--- src/rtl/snmc_pkg.sv ---
// ----------------------------------------------------------------------------
// snmc_pkg
// shared types and constants of the sensor node mode controller
// ----------------------------------------------------------------------------
package snmc_pkg;

   localparam int DIST_W      = 16;
   localparam int CMD_W       = 5;
   localparam int ERR_CNT_W   = 8;
   localparam int CSR_DATA_W  = 32;
   localparam int CSR_ADDR_W  = 3;
   localparam int QUEUE_DEPTH = 2;

   localparam logic [DIST_W-1:0] MIN_RANGE_RESET = 16'd30;
   localparam logic [DIST_W-1:0] MAX_RANGE_RESET = 16'd2000;

   // register indexes of the csr port
   localparam logic REG_MIN_RANGE = 1'b0;
   localparam logic REG_MAX_RANGE = 1'b1;

   // request kinds on the wire
   localparam logic REQ_COMMAND = 1'b0;
   localparam logic REQ_TICK    = 1'b1;

   // command codes on the wire
   localparam logic [CMD_W-1:0] CMD_INIT    = 5'd0;
   localparam logic [CMD_W-1:0] CMD_CHANGE  = 5'd1;
   localparam logic [CMD_W-1:0] CMD_ENABLE  = 5'd2;
   localparam logic [CMD_W-1:0] CMD_DISABLE = 5'd3;

   typedef enum logic [1:0] {
      MODE_INIT    = 2'd0,
      MODE_CHANGE  = 2'd1,
      MODE_ENABLE  = 2'd2,
      MODE_DISABLE = 2'd3
   } mode_type;

   typedef enum logic [1:0] {
      RES_NONE   = 2'd0,
      RES_OK     = 2'd1,
      RES_REJECT = 2'd2
   } result_type;

   // classified operation handed from front to back
   typedef enum logic [2:0] {
      OP_TICK    = 3'd0,
      OP_INIT    = 3'd1,
      OP_CHANGE  = 3'd2,
      OP_ENABLE  = 3'd3,
      OP_DISABLE = 3'd4,
      OP_IGNORE  = 3'd5
   } op_type;

   typedef struct packed {
      op_type            op;
      logic [DIST_W-1:0] sample_mm;
      logic              sample_timeout;
   } entry_type;

   typedef struct packed {
      mode_type             mode;
      result_type           cmd_result;
      logic                 distance_valid;
      logic [DIST_W-1:0]    distance_mm;
      logic [ERR_CNT_W-1:0] error_count;
      logic                 initialized;
      logic                 feedback_due;
      logic                 start_sensor_init;
      logic                 start_ranging;
      logic                 stop_ranging;
   } rsp_type;

endpackage

--- src/rtl/snmc_if.sv ---
// ----------------------------------------------------------------------------
// snmc_if
// request and response channel interfaces of the mode controller
// ----------------------------------------------------------------------------
interface snmc_req_if;
   logic                          valid;
   logic                          ready;
   logic                          req_type;
   logic [snmc_pkg::CMD_W-1:0]    cmd_code;
   logic [snmc_pkg::DIST_W-1:0]   sample_mm;
   logic                          sample_timeout;

   modport source (output valid, req_type, cmd_code, sample_mm, sample_timeout,
                   input ready);
   modport sink   (input valid, req_type, cmd_code, sample_mm, sample_timeout,
                   output ready);
endinterface

interface snmc_rsp_if;
   logic                            valid;
   logic                            ready;
   logic [1:0]                      mode;
   logic [1:0]                      cmd_result;
   logic                            distance_valid;
   logic [snmc_pkg::DIST_W-1:0]     distance_mm;
   logic [snmc_pkg::ERR_CNT_W-1:0]  error_count;
   logic                            initialized;
   logic                            feedback_due;
   logic                            start_sensor_init;
   logic                            start_ranging;
   logic                            stop_ranging;

   modport source (output valid, mode, cmd_result, distance_valid, distance_mm,
                   error_count, initialized, feedback_due, start_sensor_init,
                   start_ranging, stop_ranging,
                   input ready);
   modport sink   (input valid, mode, cmd_result, distance_valid, distance_mm,
                   error_count, initialized, feedback_due, start_sensor_init,
                   start_ranging, stop_ranging,
                   output ready);
endinterface

--- src/rtl/snmc_front.sv ---
// ----------------------------------------------------------------------------
// snmc_front
// accepts requests and classifies them into queue entries
// ----------------------------------------------------------------------------
module snmc_front (
   snmc_req_if.sink              req_ch,
   output logic                  push_valid,
   input  logic                  push_ready,
   output snmc_pkg::entry_type   push_entry
);
   import snmc_pkg::*;

   op_type op;

   always_comb begin
      if (req_ch.req_type == REQ_TICK) begin
         op = OP_TICK;
      end else begin
         case (req_ch.cmd_code)
            CMD_INIT:    op = OP_INIT;
            CMD_CHANGE:  op = OP_CHANGE;
            CMD_ENABLE:  op = OP_ENABLE;
            CMD_DISABLE: op = OP_DISABLE;
            default:     op = OP_IGNORE;
         endcase
      end
   end

   assign push_valid                = req_ch.valid;
   assign req_ch.ready              = push_ready;
   assign push_entry.op             = op;
   assign push_entry.sample_mm      = req_ch.sample_mm;
   assign push_entry.sample_timeout = req_ch.sample_timeout;

endmodule

--- src/rtl/snmc_queue.sv ---
// ----------------------------------------------------------------------------
// snmc_queue
// small register queue between classifier and executor
// ----------------------------------------------------------------------------
module snmc_queue #(
   parameter int DEPTH = snmc_pkg::QUEUE_DEPTH
) (
   input  logic                  clock,
   input  logic                  reset,
   input  logic                  push_valid,
   output logic                  push_ready,
   input  snmc_pkg::entry_type   push_entry,
   output logic                  pop_valid,
   input  logic                  pop_ready,
   output snmc_pkg::entry_type   pop_entry
);
   import snmc_pkg::*;

   localparam int PTR_W = (DEPTH > 1) ? $clog2(DEPTH) : 1;
   localparam int CNT_W = $clog2(DEPTH + 1);
   localparam logic [PTR_W-1:0] LAST_PTR = PTR_W'(DEPTH - 1);
   localparam logic [CNT_W-1:0] FULL_CNT = CNT_W'(DEPTH);

   entry_type        mem_ff [DEPTH];
   logic [PTR_W-1:0] wr_ptr_ff, wr_ptr_in;
   logic [PTR_W-1:0] rd_ptr_ff, rd_ptr_in;
   logic [CNT_W-1:0] count_ff, count_in;
   logic             push_fire, pop_fire;

   assign push_ready = (count_ff != FULL_CNT);
   assign pop_valid  = (count_ff != '0);
   assign push_fire  = push_valid && push_ready;
   assign pop_fire   = pop_valid && pop_ready;
   assign pop_entry  = mem_ff[rd_ptr_ff];

   always_comb begin
      wr_ptr_in = wr_ptr_ff;
      rd_ptr_in = rd_ptr_ff;
      count_in  = count_ff;
      if (push_fire) begin
         wr_ptr_in = (wr_ptr_ff == LAST_PTR) ? '0 : wr_ptr_ff + 1'b1;
      end
      if (pop_fire) begin
         rd_ptr_in = (rd_ptr_ff == LAST_PTR) ? '0 : rd_ptr_ff + 1'b1;
      end
      if (push_fire && !pop_fire) begin
         count_in = count_ff + 1'b1;
      end else if (pop_fire && !push_fire) begin
         count_in = count_ff - 1'b1;
      end
   end

   always_ff @(posedge clock) begin
      if (reset) begin
         wr_ptr_ff <= '0;
         rd_ptr_ff <= '0;
         count_ff  <= '0;
      end else begin
         wr_ptr_ff <= wr_ptr_in;
         rd_ptr_ff <= rd_ptr_in;
         count_ff  <= count_in;
      end
   end

   always_ff @(posedge clock) begin
      if (push_fire) begin
         mem_ff[wr_ptr_ff] <= push_entry;
      end
   end

endmodule

--- src/rtl/snmc_back.sv ---
// ----------------------------------------------------------------------------
// snmc_back
// executes commands and ticks, holds mode state and the response register
// ----------------------------------------------------------------------------
module snmc_back (
   input  logic                          clock,
   input  logic                          reset,
   input  logic [snmc_pkg::DIST_W-1:0]   min_range_mm,
   input  logic [snmc_pkg::DIST_W-1:0]   max_range_mm,
   input  logic                          pop_valid,
   output logic                          pop_ready,
   input  snmc_pkg::entry_type           pop_entry,
   snmc_rsp_if.source                    rsp_ch
);
   import snmc_pkg::*;

   mode_type             mode_ff, mode_in;
   logic                 init_seen_ff, init_seen_in;
   logic                 init_done_ff, init_done_in;
   logic                 init_pend_ff, init_pend_in;
   logic                 en_pend_ff, en_pend_in;
   logic                 dis_pend_ff, dis_pend_in;
   logic [ERR_CNT_W-1:0] err_cnt_ff, err_cnt_in;
   logic [DIST_W-1:0]    dist_ff, dist_in;
   logic                 dist_valid_ff, dist_valid_in;
   rsp_type              out_ff, out_in;
   logic                 out_valid_ff, out_valid_in;
   result_type           result;
   logic                 p_init, p_start, p_stop;
   logic                 in_window;
   logic                 pop_fire;

   assign pop_ready = !out_valid_ff || rsp_ch.ready;
   assign pop_fire  = pop_valid && pop_ready;
   assign in_window = !pop_entry.sample_timeout
                      && (pop_entry.sample_mm <= max_range_mm)
                      && (pop_entry.sample_mm >= min_range_mm);

   always_comb begin
      mode_in       = mode_ff;
      init_seen_in  = init_seen_ff;
      init_done_in  = init_done_ff;
      init_pend_in  = init_pend_ff;
      en_pend_in    = en_pend_ff;
      dis_pend_in   = dis_pend_ff;
      err_cnt_in    = err_cnt_ff;
      dist_in       = dist_ff;
      dist_valid_in = dist_valid_ff;
      result        = RES_NONE;
      p_init        = 1'b0;
      p_start       = 1'b0;
      p_stop        = 1'b0;
      if (pop_fire) begin
         case (pop_entry.op)
            OP_INIT: begin
               if (init_done_ff) begin
                  result = RES_REJECT;
               end else begin
                  init_seen_in = 1'b1;
                  init_pend_in = 1'b1;
                  result       = RES_OK;
               end
            end
            OP_CHANGE: begin
               if (!init_seen_ff) begin
                  result = RES_REJECT;
               end else if (mode_ff == MODE_ENABLE) begin
                  result     = RES_REJECT;
                  err_cnt_in = err_cnt_ff + 1'b1;
               end else begin
                  mode_in      = MODE_CHANGE;
                  init_done_in = 1'b1;
                  result       = RES_OK;
               end
            end
            OP_ENABLE: begin
               if (mode_ff != MODE_CHANGE && mode_ff != MODE_DISABLE) begin
                  result     = RES_REJECT;
                  err_cnt_in = err_cnt_ff + 1'b1;
               end else begin
                  en_pend_in = 1'b1;
                  result     = RES_OK;
               end
            end
            OP_DISABLE: begin
               if (mode_ff != MODE_ENABLE) begin
                  result     = RES_REJECT;
                  err_cnt_in = err_cnt_ff + 1'b1;
               end else begin
                  dis_pend_in = 1'b1;
                  result      = RES_OK;
               end
            end
            OP_TICK: begin
               // pendings apply in order init, enable, disable
               p_init       = init_pend_ff;
               init_pend_in = 1'b0;
               en_pend_in   = 1'b0;
               dis_pend_in  = 1'b0;
               if (en_pend_ff) begin
                  mode_in = MODE_ENABLE;
                  p_start = 1'b1;
               end
               if (dis_pend_ff) begin
                  mode_in = MODE_DISABLE;
                  p_stop  = 1'b1;
               end
               if (mode_in == MODE_ENABLE) begin
                  dist_valid_in = in_window;
                  dist_in       = in_window ? pop_entry.sample_mm : '0;
               end else if (mode_in != MODE_INIT) begin
                  dist_valid_in = 1'b0;
                  dist_in       = '0;
               end
            end
            default: begin
               result = RES_NONE;
            end
         endcase
      end

      out_in.mode              = mode_in;
      out_in.cmd_result        = result;
      out_in.distance_valid    = dist_valid_in;
      out_in.distance_mm       = dist_valid_in ? dist_in : '0;
      out_in.error_count       = err_cnt_in;
      out_in.initialized       = init_done_in;
      out_in.feedback_due      = (mode_in != MODE_INIT);
      out_in.start_sensor_init = p_init;
      out_in.start_ranging     = p_start;
      out_in.stop_ranging      = p_stop;

      if (pop_fire) begin
         out_valid_in = 1'b1;
      end else if (rsp_ch.ready) begin
         out_valid_in = 1'b0;
      end else begin
         out_valid_in = out_valid_ff;
      end
   end

   always_ff @(posedge clock) begin
      if (reset) begin
         mode_ff       <= MODE_INIT;
         init_seen_ff  <= 1'b0;
         init_done_ff  <= 1'b0;
         init_pend_ff  <= 1'b0;
         en_pend_ff    <= 1'b0;
         dis_pend_ff   <= 1'b0;
         err_cnt_ff    <= '0;
         dist_ff       <= '0;
         dist_valid_ff <= 1'b0;
         out_valid_ff  <= 1'b0;
      end else begin
         mode_ff       <= mode_in;
         init_seen_ff  <= init_seen_in;
         init_done_ff  <= init_done_in;
         init_pend_ff  <= init_pend_in;
         en_pend_ff    <= en_pend_in;
         dis_pend_ff   <= dis_pend_in;
         err_cnt_ff    <= err_cnt_in;
         dist_ff       <= dist_in;
         dist_valid_ff <= dist_valid_in;
         out_valid_ff  <= out_valid_in;
      end
   end

   always_ff @(posedge clock) begin
      if (pop_fire) begin
         out_ff <= out_in;
      end
   end

   assign rsp_ch.valid             = out_valid_ff;
   assign rsp_ch.mode              = out_ff.mode;
   assign rsp_ch.cmd_result        = out_ff.cmd_result;
   assign rsp_ch.distance_valid    = out_ff.distance_valid;
   assign rsp_ch.distance_mm       = out_ff.distance_mm;
   assign rsp_ch.error_count       = out_ff.error_count;
   assign rsp_ch.initialized       = out_ff.initialized;
   assign rsp_ch.feedback_due      = out_ff.feedback_due;
   assign rsp_ch.start_sensor_init = out_ff.start_sensor_init;
   assign rsp_ch.start_ranging     = out_ff.start_ranging;
   assign rsp_ch.stop_ranging      = out_ff.stop_ranging;

`ifndef SYNTHESIS
   // enable and disable can never be pending together
   a_pend_excl: assert property (@(posedge clock) disable iff (reset)
      !(en_pend_ff && dis_pend_ff))
      else $error("enable and disable pending together");

   // at most one ranging pulse per response
   a_pulse_excl: assert property (@(posedge clock) disable iff (reset)
      out_valid_ff |-> $onehot0({out_ff.start_ranging, out_ff.stop_ranging}))
      else $error("start and stop ranging in one response");

   // a stop pulse always reports disable mode
   a_stop_mode: assert property (@(posedge clock) disable iff (reset)
      (out_valid_ff && out_ff.stop_ranging) |-> (out_ff.mode == MODE_DISABLE))
      else $error("stop pulse outside disable mode");

   // the error count moves by at most one per cycle
   a_err_step: assert property (@(posedge clock) disable iff (reset)
      1'b1 |=> (err_cnt_ff == $past(err_cnt_ff))
               || (err_cnt_ff == $past(err_cnt_ff) + 1'b1))
      else $error("error count jumped");

   // a held valid distance exists only while enabled
   a_valid_mode: assert property (@(posedge clock) disable iff (reset)
      dist_valid_ff |-> (mode_ff == MODE_ENABLE))
      else $error("valid distance outside enable mode");
`endif

endmodule

--- src/rtl/sensor_node_mode_controller_top.sv ---
// ----------------------------------------------------------------------------
// sensor_node_mode_controller_top
// mode controller for a networked range sensor node
// ----------------------------------------------------------------------------
//  channel   direction  handshake            payload
//  req_ch    in         valid / ready        req_type, cmd_code, sample_mm,
//                                            sample_timeout
//  rsp_ch    out        valid / ready        mode, cmd_result, distance,
//                                            error_count, flags, pulses
//  csr       in         psel/penable/pready  min_range_mm @0, max_range_mm @4
//
//  one request per cycle sustained while rsp_ch.ready stays high, one response per request
//  between request transfer and response transfer a request is classified
//  into the queue, then executed into the response register
//  the response register frees as its transfer completes, so a stalled
//  response side fills the queue before req_ch.ready drops
//  synchronous active-high reset clears mode, flags, counts and queue
// ----------------------------------------------------------------------------
module sensor_node_mode_controller_top #(
   parameter int QUEUE_DEPTH = snmc_pkg::QUEUE_DEPTH
) (
   input  logic                              clock,
   input  logic                              reset,
   snmc_req_if.sink                          req_ch,
   snmc_rsp_if.source                        rsp_ch,
   input  logic                              psel,
   input  logic                              penable,
   input  logic                              pwrite,
   input  logic [snmc_pkg::CSR_ADDR_W-1:0]   paddr,
   input  logic [snmc_pkg::CSR_DATA_W-1:0]   pwdata,
   output logic [snmc_pkg::CSR_DATA_W-1:0]   prdata,
   output logic                              pready
);
   import snmc_pkg::*;

   // range window registers
   logic [DIST_W-1:0] min_range_ff, min_range_in;
   logic [DIST_W-1:0] max_range_ff, max_range_in;
   logic              csr_write;
   logic              csr_index;

   // front to queue
   logic      push_valid;
   logic      push_ready;
   entry_type push_entry;

   // queue to back
   logic      pop_valid;
   logic      pop_ready;
   entry_type pop_entry;

   // csr port: zero wait states, word-aligned byte addresses (bit 2 selects)
   assign pready    = 1'b1;
   assign csr_index = paddr[2];
   assign csr_write = psel && penable && pwrite && pready;

   always_comb begin
      min_range_in = min_range_ff;
      max_range_in = max_range_ff;
      if (csr_write) begin
         case (csr_index)
            REG_MIN_RANGE: min_range_in = pwdata[DIST_W-1:0];
            REG_MAX_RANGE: max_range_in = pwdata[DIST_W-1:0];
            default:       min_range_in = min_range_ff;
         endcase
      end
   end

   always_comb begin
      case (csr_index)
         REG_MIN_RANGE: prdata = {{(CSR_DATA_W-DIST_W){1'b0}}, min_range_ff};
         REG_MAX_RANGE: prdata = {{(CSR_DATA_W-DIST_W){1'b0}}, max_range_ff};
         default:       prdata = '0;
      endcase
   end

   always_ff @(posedge clock) begin
      if (reset) begin
         min_range_ff <= MIN_RANGE_RESET;
         max_range_ff <= MAX_RANGE_RESET;
      end else begin
         min_range_ff <= min_range_in;
         max_range_ff <= max_range_in;
      end
   end

   // front: take the request transfer and classify it
   snmc_front u_front (
      .req_ch     (req_ch),
      .push_valid (push_valid),
      .push_ready (push_ready),
      .push_entry (push_entry)
   );

   // queue decouples request side from response side
   snmc_queue #(
      .DEPTH (QUEUE_DEPTH)
   ) u_queue (
      .clock      (clock),
      .reset      (reset),
      .push_valid (push_valid),
      .push_ready (push_ready),
      .push_entry (push_entry),
      .pop_valid  (pop_valid),
      .pop_ready  (pop_ready),
      .pop_entry  (pop_entry)
   );

   // back: mode state, pulses, distance check, response register
   snmc_back u_back (
      .clock        (clock),
      .reset        (reset),
      .min_range_mm (min_range_ff),
      .max_range_mm (max_range_ff),
      .pop_valid    (pop_valid),
      .pop_ready    (pop_ready),
      .pop_entry    (pop_entry),
      .rsp_ch       (rsp_ch)
   );

endmodule

--- src/flat_wrapper.sv ---
// flat-port wrapper written by rule: the top's interface ports become plain ports
module sensor_node_mode_controller_top_flat import snmc_pkg::*;
#(
   parameter int QUEUE_DEPTH = snmc_pkg::QUEUE_DEPTH
)
  (clock, reset, psel, penable, pwrite, paddr, pwdata, prdata, pready, req_ch_valid, req_ch_req_type, req_ch_cmd_code, req_ch_sample_mm, req_ch_sample_timeout, req_ch_ready, rsp_ch_valid, rsp_ch_mode, rsp_ch_cmd_result, rsp_ch_distance_valid, rsp_ch_distance_mm, rsp_ch_error_count, rsp_ch_initialized, rsp_ch_feedback_due, rsp_ch_start_sensor_init, rsp_ch_start_ranging, rsp_ch_stop_ranging, rsp_ch_ready);
  snmc_req_if req_ch_i ();
  snmc_rsp_if rsp_ch_i ();
  input  logic clock;
  input  logic reset;
  input  logic psel;
  input  logic penable;
  input  logic pwrite;
  input  logic [snmc_pkg::CSR_ADDR_W-1:0] paddr;
  input  logic [snmc_pkg::CSR_DATA_W-1:0] pwdata;
  output logic [snmc_pkg::CSR_DATA_W-1:0] prdata;
  output logic pready;
  input wire logic [$bits(req_ch_i.valid)-1:0] req_ch_valid;
  input wire logic [$bits(req_ch_i.req_type)-1:0] req_ch_req_type;
  input wire logic [$bits(req_ch_i.cmd_code)-1:0] req_ch_cmd_code;
  input wire logic [$bits(req_ch_i.sample_mm)-1:0] req_ch_sample_mm;
  input wire logic [$bits(req_ch_i.sample_timeout)-1:0] req_ch_sample_timeout;
  output wire logic [$bits(req_ch_i.ready)-1:0] req_ch_ready;
  output wire logic [$bits(rsp_ch_i.valid)-1:0] rsp_ch_valid;
  output wire logic [$bits(rsp_ch_i.mode)-1:0] rsp_ch_mode;
  output wire logic [$bits(rsp_ch_i.cmd_result)-1:0] rsp_ch_cmd_result;
  output wire logic [$bits(rsp_ch_i.distance_valid)-1:0] rsp_ch_distance_valid;
  output wire logic [$bits(rsp_ch_i.distance_mm)-1:0] rsp_ch_distance_mm;
  output wire logic [$bits(rsp_ch_i.error_count)-1:0] rsp_ch_error_count;
  output wire logic [$bits(rsp_ch_i.initialized)-1:0] rsp_ch_initialized;
  output wire logic [$bits(rsp_ch_i.feedback_due)-1:0] rsp_ch_feedback_due;
  output wire logic [$bits(rsp_ch_i.start_sensor_init)-1:0] rsp_ch_start_sensor_init;
  output wire logic [$bits(rsp_ch_i.start_ranging)-1:0] rsp_ch_start_ranging;
  output wire logic [$bits(rsp_ch_i.stop_ranging)-1:0] rsp_ch_stop_ranging;
  input wire logic [$bits(rsp_ch_i.ready)-1:0] rsp_ch_ready;
  assign req_ch_i.valid = req_ch_valid;
  assign req_ch_i.req_type = req_ch_req_type;
  assign req_ch_i.cmd_code = req_ch_cmd_code;
  assign req_ch_i.sample_mm = req_ch_sample_mm;
  assign req_ch_i.sample_timeout = req_ch_sample_timeout;
  assign req_ch_ready = req_ch_i.ready;
  assign rsp_ch_valid = rsp_ch_i.valid;
  assign rsp_ch_mode = rsp_ch_i.mode;
  assign rsp_ch_cmd_result = rsp_ch_i.cmd_result;
  assign rsp_ch_distance_valid = rsp_ch_i.distance_valid;
  assign rsp_ch_distance_mm = rsp_ch_i.distance_mm;
  assign rsp_ch_error_count = rsp_ch_i.error_count;
  assign rsp_ch_initialized = rsp_ch_i.initialized;
  assign rsp_ch_feedback_due = rsp_ch_i.feedback_due;
  assign rsp_ch_start_sensor_init = rsp_ch_i.start_sensor_init;
  assign rsp_ch_start_ranging = rsp_ch_i.start_ranging;
  assign rsp_ch_stop_ranging = rsp_ch_i.stop_ranging;
  assign rsp_ch_i.ready = rsp_ch_ready;
  sensor_node_mode_controller_top #(.QUEUE_DEPTH(QUEUE_DEPTH)) u_core (.clock(clock), .reset(reset), .req_ch(req_ch_i), .rsp_ch(rsp_ch_i), .psel(psel), .penable(penable), .pwrite(pwrite), .paddr(paddr), .pwdata(pwdata), .prdata(prdata), .pready(pready));
endmodule
--- config.mk ---
export PLATFORM = sky130hd
export DESIGN_NAME = sensor_node_mode_controller_top_flat
export DESIGN_NICKNAME = d
export VERILOG_FILES = /design/src/rtl/snmc_pkg.sv /design/src/rtl/snmc_if.sv /design/src/rtl/snmc_front.sv /design/src/rtl/snmc_queue.sv /design/src/rtl/snmc_back.sv /design/src/rtl/sensor_node_mode_controller_top.sv /design/src/flat_wrapper.sv
export SDC_FILE = /design/constraint.sdc
export NUM_CORES = 1
export LEC_CHECK = 0
export BUFFER_PORTS_ARGS = -buffer_cell sky130_fd_sc_hd__buf_4
export CORE_ASPECT_RATIO = 1.1
export CORE_UTILIZATION = 55
export DETAILED_ROUTE_END_ITERATION = 8
export PLACE_DENSITY_LB_ADDON = 0.05
export SYNTH_ARGS = -nofsm -noshare
export SYNTH_HDL_FRONTEND = slang
export SYNTH_SLANG_ARGS = --single-unit
--- constraint.sdc ---
create_clock -name clock -period 4.5 [get_ports clock]
set_input_delay 1.35 -clock clock [delete_from_list [all_inputs] [get_ports clock]]
set_output_delay 1.35 -clock clock [all_outputs]
set_load 0.02 [all_outputs]
# Word level (Yosys, flattened, before mapping)
# Memories as Yosys holds them, arrays and structs flattened. A register that Yosys moved wholly into a read port is not among the register bits.
# Cells that the tools add are included.
dict set report word_totals {
  ff_bits 103
  ramBits 40
  output_inout_bits 69
  n_memories 1
}
# memory depth word_bits rd rd_clocked_by_memory_dff write_ports line
set mem_list {}
lappend mem_list {u_core.u_queue.mem_ff 2 20 1 1 1 snmc_queue.sv:24} ;# entry_type mem_ff [DEPTH];
dict set report op_classes {
  addsub 5
  magnitude_cmp 2
  n_eq_ne 16
  n_mux 54
  bitwise 2
  reduce_logical 30
}
# operator n
set op_table {}
lappend op_table {{2-to-1 mux 16 bit} 5}
lappend op_table {{case mux 32 bit (2 select lines)} 1}
lappend op_table {{2-to-1 mux 8 bit} 5}
lappend op_table {{2-to-1 mux 2 bit} 14}
lappend op_table {{case mux 8 bit (3 select lines)} 1}
lappend op_table {{2-to-1 mux 1 bit} 21}
lappend op_table {{>= comparator 16 bit} 1}
lappend op_table {{<= comparator 16 bit} 1}
lappend op_table {{nonzero test 2 bit} 8}
lappend op_table {{inequality test 2 bit, second input constant} 6}
lappend op_table {{case mux 3 bit (4 select lines)} 1}
lappend op_table {{AND reduction 3 bit} 4}
lappend op_table {{== test 5 x 2 -> 1 bit, second input constant} 2}
lappend op_table {{logical AND 1 bit} 9}
lappend op_table {{adder 8 x 1 -> 8 bit, second input constant} 1}
lappend op_table {{case mux 2 bit (4 select lines)} 1}
lappend op_table {{== test 3 x 2 -> 1 bit, second input constant} 2}
lappend op_table {{case mux 1 bit (2 select lines)} 3}
lappend op_table {{== test 5 x 1 -> 1 bit, second input constant} 1}
lappend op_table {{zero test 5 bit} 1}
lappend op_table {{== test 2 bit, second input constant} 2}
lappend op_table {{zero test 1 bit} 4}
lappend op_table {{case mux 2 bit (2 select lines)} 1}
lappend op_table {{AND reduction 2 bit} 2}
lappend op_table {{10 further kinds} 12}

# Longest topological paths before layout
# Gate-level depths: netlist of the first run.
dict set report depth {
  word_depth 9
  ltp_mapped 13
  depth_no_buf 9
}

# By module
# A second synthesis of the first run with hierarchy kept.
dict set report hier_totals {
  hier_cells 643
  hier_area_um2 7216.9
}
# mod n_inst cells_each area_per_inst_um2 seq_area_each_um2
set by_module_without_submodules {}
lappend by_module_without_submodules {snmc_back 1 361 3666.0 1681.6}
lappend by_module_without_submodules {sensor_node_mode_controller_top 1 171 1704.1 640.6}
lappend by_module_without_submodules {snmc_queue 1 86 1659.1 1301.2}
lappend by_module_without_submodules {snmc_front 1 25 187.7 0.0}

# Least setup slack after synthesis of the first run
# OpenSTA, ideal clock, no wires.
dict set report synth_timing {
  kind {input to output}
  start {input paddr[2] (netlist name)}
  end {output prdata[15] (netlist name)}
  arrival_ns 2.179
  required_time_ns 3.150
  setup_slack_ns 0.971
  path_stages 3
  cell_sequence {clkbuf_1 clkbuf_1 o21ai_0}
}
dict set report synth_between {
  elab_chain_len 2
}
# element line
set synth_rtl {}
lappend synth_rtl {{start: declaration} flat_wrapper.sv:14} ;# input logic [snmc_pkg::CSR_ADDR_W-1:0] paddr;
lappend synth_rtl {{NOT 1 bit} sensor_node_mode_controller_top.sv:70} ;# case (csr_index)
lappend synth_rtl {{case mux 32 bit (2 select lines) (*)} sensor_node_mode_controller_top.sv:70}
lappend synth_rtl {{end: declaration} flat_wrapper.sv:16} ;# output logic [snmc_pkg::CSR_DATA_W-1:0] prdata;
# Mark *: on every way between the ends. The rest lies on a longest branch, timed or not. The select of a mux whose other input is x is not followed.

# Final worst setup path of the first run
dict set report layout_timing {
  start {input paddr[2] (netlist name)}
  end {output prdata[0] (netlist name)}
}
# The elaborated chain is that of the path after synthesis.

==> flow_summary.ini, run 1 <==
[place]
hpwl_mm = 9.81
dpl_worst_slack_ns = 0.971
globalplace.congestion = 0.837
portBuffers = 98

[global_route]
grt_pass1_wl_mm = 22.1
antenna_found_initial = 0
grt_max_degree = 79
grt.overflow.total = 0
grt_use_total_pct = 23.5
grt_pass1_vias = 4462

[drt]
wl_per_cell_um = 15.3
drtIter0Drc = 394
firstDrtPassIters = 5
drt_wl_total_mm = 13.8
highest_layer = met4
drc = 0
vias = 4846
drtAntennaViolNets = 0
wl_met2_mm = 6.52
dr_wl_met3_um = 630
via_per_inst = 5.40
wl_met1_mm = 6.37

[clock_tree]
hold_buffers = 0
cts_max_level = 4
numCtsBuffers = 17
clock_latency_ns = 0.42
clk_pin_slew_ns = 0.06
post-cts-setup-buffer-count = 0
cts_buffer_depth = 2
root_buffer = clkbuf_16
cts_tree = done
cts_resized = 0
clock_sinks = 144

[sta]
setup_viol = 0
layout_setup_ws_ns = 0.969
relSlewSlack_pct = 20.8
timing.final.crit_share_pct = 78.5
fmax_mhz = 283
finClkSkew_ns = 0.00862
tightest_slew_ns = 1.19
fin_crit_ns = 3.53
final_hold_viol_count = 0
maxSlewViolCount = 0
rsz0062_at_grt = false
fin_tns_setup_ns = 0

[cells_and_area]
drive_gt1_share_pct = 21.4
areaGrowthSynthToFinish_pct = 19.7
antennaDiodeCount = 0
nFillCells = 879
finalNetCount = 833
postLayoutCoreUtil_pct = 68.5

[pwr]
powerDensity_mw_per_mm2 = 537
peakVddDrop_mv = 0.389
p_leak_nw = 3.30
p_total_mw = 4.27

[logic_synthesis]
synthFlopType = edfxtp_1
synth_cells = 645
seq_area_frac_synth_pct = 54.6
synth.distinct_cells = 54
synth_area_mm2 = 0.00664
synth.ff_latch_count = 144
ys.warnings.count = 0
postSynthAreaPerCell_um2 = 10.3
synth_edf_count = 74
synth-async-reset-ratio_pct = 0

[worst_setup_path]
crit_fanout = 34
start_kind = input port
critPathRequiredTime_ns = 3.15
arrival_ns = 2.18
end_kind = output port
critPathKind = in -> out

[run]
max-cap-violations = 0

[hold_path]
worstHoldPathType = reg -> reg

[die]
io_pins = 134
initial_core_util_pct = 57.3
die-area_mm2 = 0.0125
coreArea_mm2 = 0.0116
die_x_um = 107
core.rowCount = 41
dieHeight_um = 117

[status]
status = complete, no violations
## layout make-up
class | instances | area [um2] | share of cell area, %
repair buffers | 103 | 773 | 9.73
flip-flops and latches | 144 | 3620 | 45.6
clock buffers | 17 | 425 | 5.35
inverters | 44 | 165 | 2.08
multi-input cells | 424 | 2640 | 33.2
well taps | 150 | 188 | 2.36
clock inverters | 15 | 134 | 1.68
## critical path: stages
cell and delay (ns):
buf_4 0.28, mux2_2 0.39, buf_4 0.16
## cells in the final DEF, fill, tap and decap left out, types with 4 or more instances in the layout
master     netlist  layout
ha_1            34      34
nand4_1          7       7
a31oi_1          6       6
xor2_1           5       5
nand3_1         30      30
nor2b_1         12      12
a211o_1         10      10
xnor2_1          5       5
o21ai_1          9       8
conb_1           2      17
nand2b_1         7       7
nand2_1         89      89
inv_6            0       4
edfxtp_1        74      74
mux2_2          19      19
clkbuf_16        0      17
dfxtp_1         70      70
o21ai_0         23      23
or3_1            4       4
nor3_1           6       6
nand3b_1         8       8
a21oi_1         51      51
and3_1           9       9
nor2_1          31      31
inv_1           44      44
o31ai_1          8       8
buf_4           19     103
a21o_1           6       6
## layer usage
metal | vias up | global-route usage [%]
li1 | 2419 | -
met1 | 2259 | 32.3
met2 | 144 | 36.3
met3 | 24 | 5.48
met4 | 0 | 9.04
met5 | - | 0
## through the flow
step	instance area [um2]	cells	hold WS, ns
after global placement	7390	865	0.438
final	7950	897	0.452
after detailed placement	7390	865	0.443
after CTS	7950	897	0.451
after global routing	7950	897	0.470
after floorplan	6700	660	0.432
## Yosys cell counts, drive strengths merged, types with 19 or more instances
cell     n  share of area, %
nand2   91               5.3
edfxtp  74                33
dfxtp   70                21
a21oi   51               3.8
inv     44               2.5
ha      34               6.4
o21ai   32               2.4
nor2    31               1.8
nand3   30               2.3
buf     27               2.9
clkbuf  21               1.2
mux2    19               3.2
## state kept, by name, indices dropped and copies added, names as in the netlist, 2 cells and up, named ones only
| register | flops |
|---|---|
| u_core.u_queue.mem_ff | 40 |
| u_core.max_range_ff | 16 |
| u_core.min_range_ff | 16 |
| u_core.u_back.dist_ff | 16 |
| u_core.u_back.rsp_ch.distance_mm | 16 |
| u_core.u_back.err_cnt_ff | 8 |
| u_core.u_back.rsp_ch.error_count | 8 |
| u_core.u_back.mode_ff | 2 |
| u_core.u_back.rsp_ch.cmd_result | 2 |
| u_core.u_back.rsp_ch.mode | 2 |
| u_core.u_queue.count_ff | 2 |
## power by group
group	switching, mW	internal [mW]	total, mW
Clock	0.548	0.764	1.31
Combinational	0.751	0.475	1.23
Sequential	0.0857	1.64	1.73
## final timing paths
kind                        startpoint                              endpoint  slack [ns]  cells after the start
max                           paddr[2]                             prdata[0]        0.97                      3
min          u_core.u_back.dist_ff[12]             u_core.u_back.dist_ff[12]        0.45                      2
max reg2reg                       flop  u_core.u_back.rsp_ch.distance_mm[14]        1.04                      9
min reg2reg  u_core.u_back.dist_ff[12]             u_core.u_back.dist_ff[12]        0.45                      2
## logic make-up after synthesis
group | count (synthesis) | share of synthesized area, %
mux | 22 | 3.67
compound gates | 128 | 11.7
flops | 144 | 54.6
fa+ha+maj | 34 | 6.41
other cells | 2 | 0.113
xor+xnor | 10 | 1.32
buf+inv | 92 | 6.61
simple gates | 213 | 15.6
Note: power is estimated with default switching activity, not from simulation.
==> run 2, diff against run 1 <==
Settings changed: CORE_UTILIZATION 55 to 50.
Clock period 4.5 ns to 3 ns, I/O delays scaled along.
==> run 2 against run 1 <==
  * The flow now finishes with violations (design-rule violations)
  * Worst hold slack got worse by 0.00078 ns
  * Clock skew is 0.0027 ns lower
  * Cell area grew 1.5%
  * Combinational power increased by 60%
  * Clock power increased by 45%
  * Register-to-register slack got worse by 0.89 ns
  * Sequential power is 49% higher
  * Total power rose by 51%
  * Utilization shrank 5.6 points
  * Count of clock-buffer cells in the layout increased by 2
  * Worst setup slack lost 0.82 ns
  * Critical endpoint is now u_core.u_back.rsp_ch.distance_mm[6]
==> flow_summary.ini, run 2 (synthesis results as in run 1) <==
[die]
io_pins = 134
die_x_um = 112
coreArea_mm2 = 0.0128
initial_core_util_pct = 51.9
core.rowCount = 43
dieHeight_um = 123
die-area_mm2 = 0.0137

[global_route]
grt_pass1_wl_mm = 22.4
grt_max_degree = 67
grt_pass1_vias = 4547
antenna_found_initial = 0
grt.overflow.total = 0
grt_use_total_pct = 21.5

[drt]
firstDrtPassIters = 7
wl_met2_mm = 6.63
drt_wl_total_mm = 14.0
wl_per_cell_um = 15.3
via_per_inst = 5.35
drtAntennaViolNets = 0
drtIter0Drc = 311
drc = 6
wl_met1_mm = 6.49
dr_wl_met3_um = 588
vias = 4903
highest_layer = met4

[sta]
fmax_mhz = 351
fin_tns_setup_ns = 0
finClkSkew_ns = 0.00595
fin_crit_ns = 2.85
setup_viol = 0
timing.final.crit_share_pct = 95.0
relSlewSlack_pct = 18.6
holdWs_ns = 0.451
rsz0062_at_grt = false
tightest_slew_ns = 1.22
maxSlewViolCount = 0
final_hold_viol_count = 0

[clock_tree]
cts_buffer_depth = 2
post-cts-setup-buffer-count = 0
numCtsBuffers = 17
clk_pin_slew_ns = 0.06
clock_latency_ns = 0.42
root_buffer = clkbuf_16
cts_tree = done
clock_sinks = 144
cts_max_level = 4

[place]
globalplace.congestion = 0.895
hpwl_mm = 10.2
portBuffers = 98
dp.cells = 884

[cells_and_area]
final_cell_mix = 114 x buf_4, 89 x nand2_1, 74 x edfxtp_1
drive_gt1_share_pct = 22.4
areaGrowthSynthToFinish_pct = 21.5
instances_no_fill = 916
postLayoutCoreUtil_pct = 63.0
antennaDiodeCount = 0
largest_reg_flops = 40
top_register = u_core.u_queue.mem_ff
final_common_cell = buf_4
finalNetCount = 845

[run]
max-cap-violations = 0

[worst_setup_path]
end_kind = flop
critPathKind = reg -> reg
arrival_ns = 3.01
start_kind = flop
crit_fanout = 17
critPathRequiredTime_ns = 3.16

[pwr]
powerDensity_mw_per_mm2 = 799
p_leak_nw = 3.34
peakVddDrop_mv = 0.434
p_total_mw = 6.44

[hold_path]
worstHoldPathType = reg -> reg

[status]
status = finished with violations
violations = design-rule violations
[run 2: critical path, stage by stage, from the launching register on]
cell and delay (ns):
dfxtp_2 0.38, buf_12 0.15, mux2_2 0.39, ha_1 0.30, and4_1 0.22, and3_1 0.16
a31oi_1 0.17, a31oi_1 0.11, o32a_4 0.44, nand2_8 0.16, o21ai_1 0.10
[run 2: final cells by class]
class | count | area (um2)
Tap cell | 157 | 196
Sequential cell | 144 | 3620
Timing Repair Buffer | 115 | 876
Fill cell | 1043 | 4740
Clock buffer | 19 | 433
Multi-Input combinational cell | 424 | 2670
Clock inverter | 13 | 97.6
Inverter | 44 | 165
[run 2: path summary, 6_finish.rpt]
check             depth (start not counted)                       from  slack, ns                             endpoint
hold reg to reg                           2  u_core.u_back.dist_ff[15]       0.45            u_core.u_back.dist_ff[15]
setup reg to reg                         10                       flop       0.15  u_core.u_back.rsp_ch.distance_mm[6]
setup / recovery                         10                       flop       0.15  u_core.u_back.rsp_ch.distance_mm[6]
hold / removal                            2  u_core.u_back.dist_ff[15]       0.45            u_core.u_back.dist_ff[15]
[run 2: through the flow]
| stage | setup WS, ns | cell area, um2 |
|---|---|---|
| final | 0.150 | 8070 |
| after global routing | 0.000514 | 8070 |
| after CTS | 0.0267 | 8050 |
| after detailed placement | -0.0462 | 7510 |
| after global placement | 0.00352 | 7510 |
| after floorplan | 0.0259 | 6720 |
[run 2: layer usage]
| metal | GRT usage [%] | vias up |
|---|---|---|
| met5 | 0 | - |
| met4 | 9.38 | 0 |
| met3 | 4.64 | 21 |
| met2 | 34.5 | 127 |
| met1 | 28.3 | 2307 |
| li1 | - | 2448 |
[run 2: power by group]
part,internal [mW],switching (mW),total (mW)
Clock,1.12,0.775,1.90
Combinational,0.803,1.16,1.97
Sequential,2.47,0.113,2.58
Total,4.39,2.05,6.44
[run 2: timing repair]
item | in CTS | in global routing
gates cloned | 0 | 0
hold buffers | 0 | 0
resized for setup | 2 | 3
endpoints found under the setup margin | 11 | 34
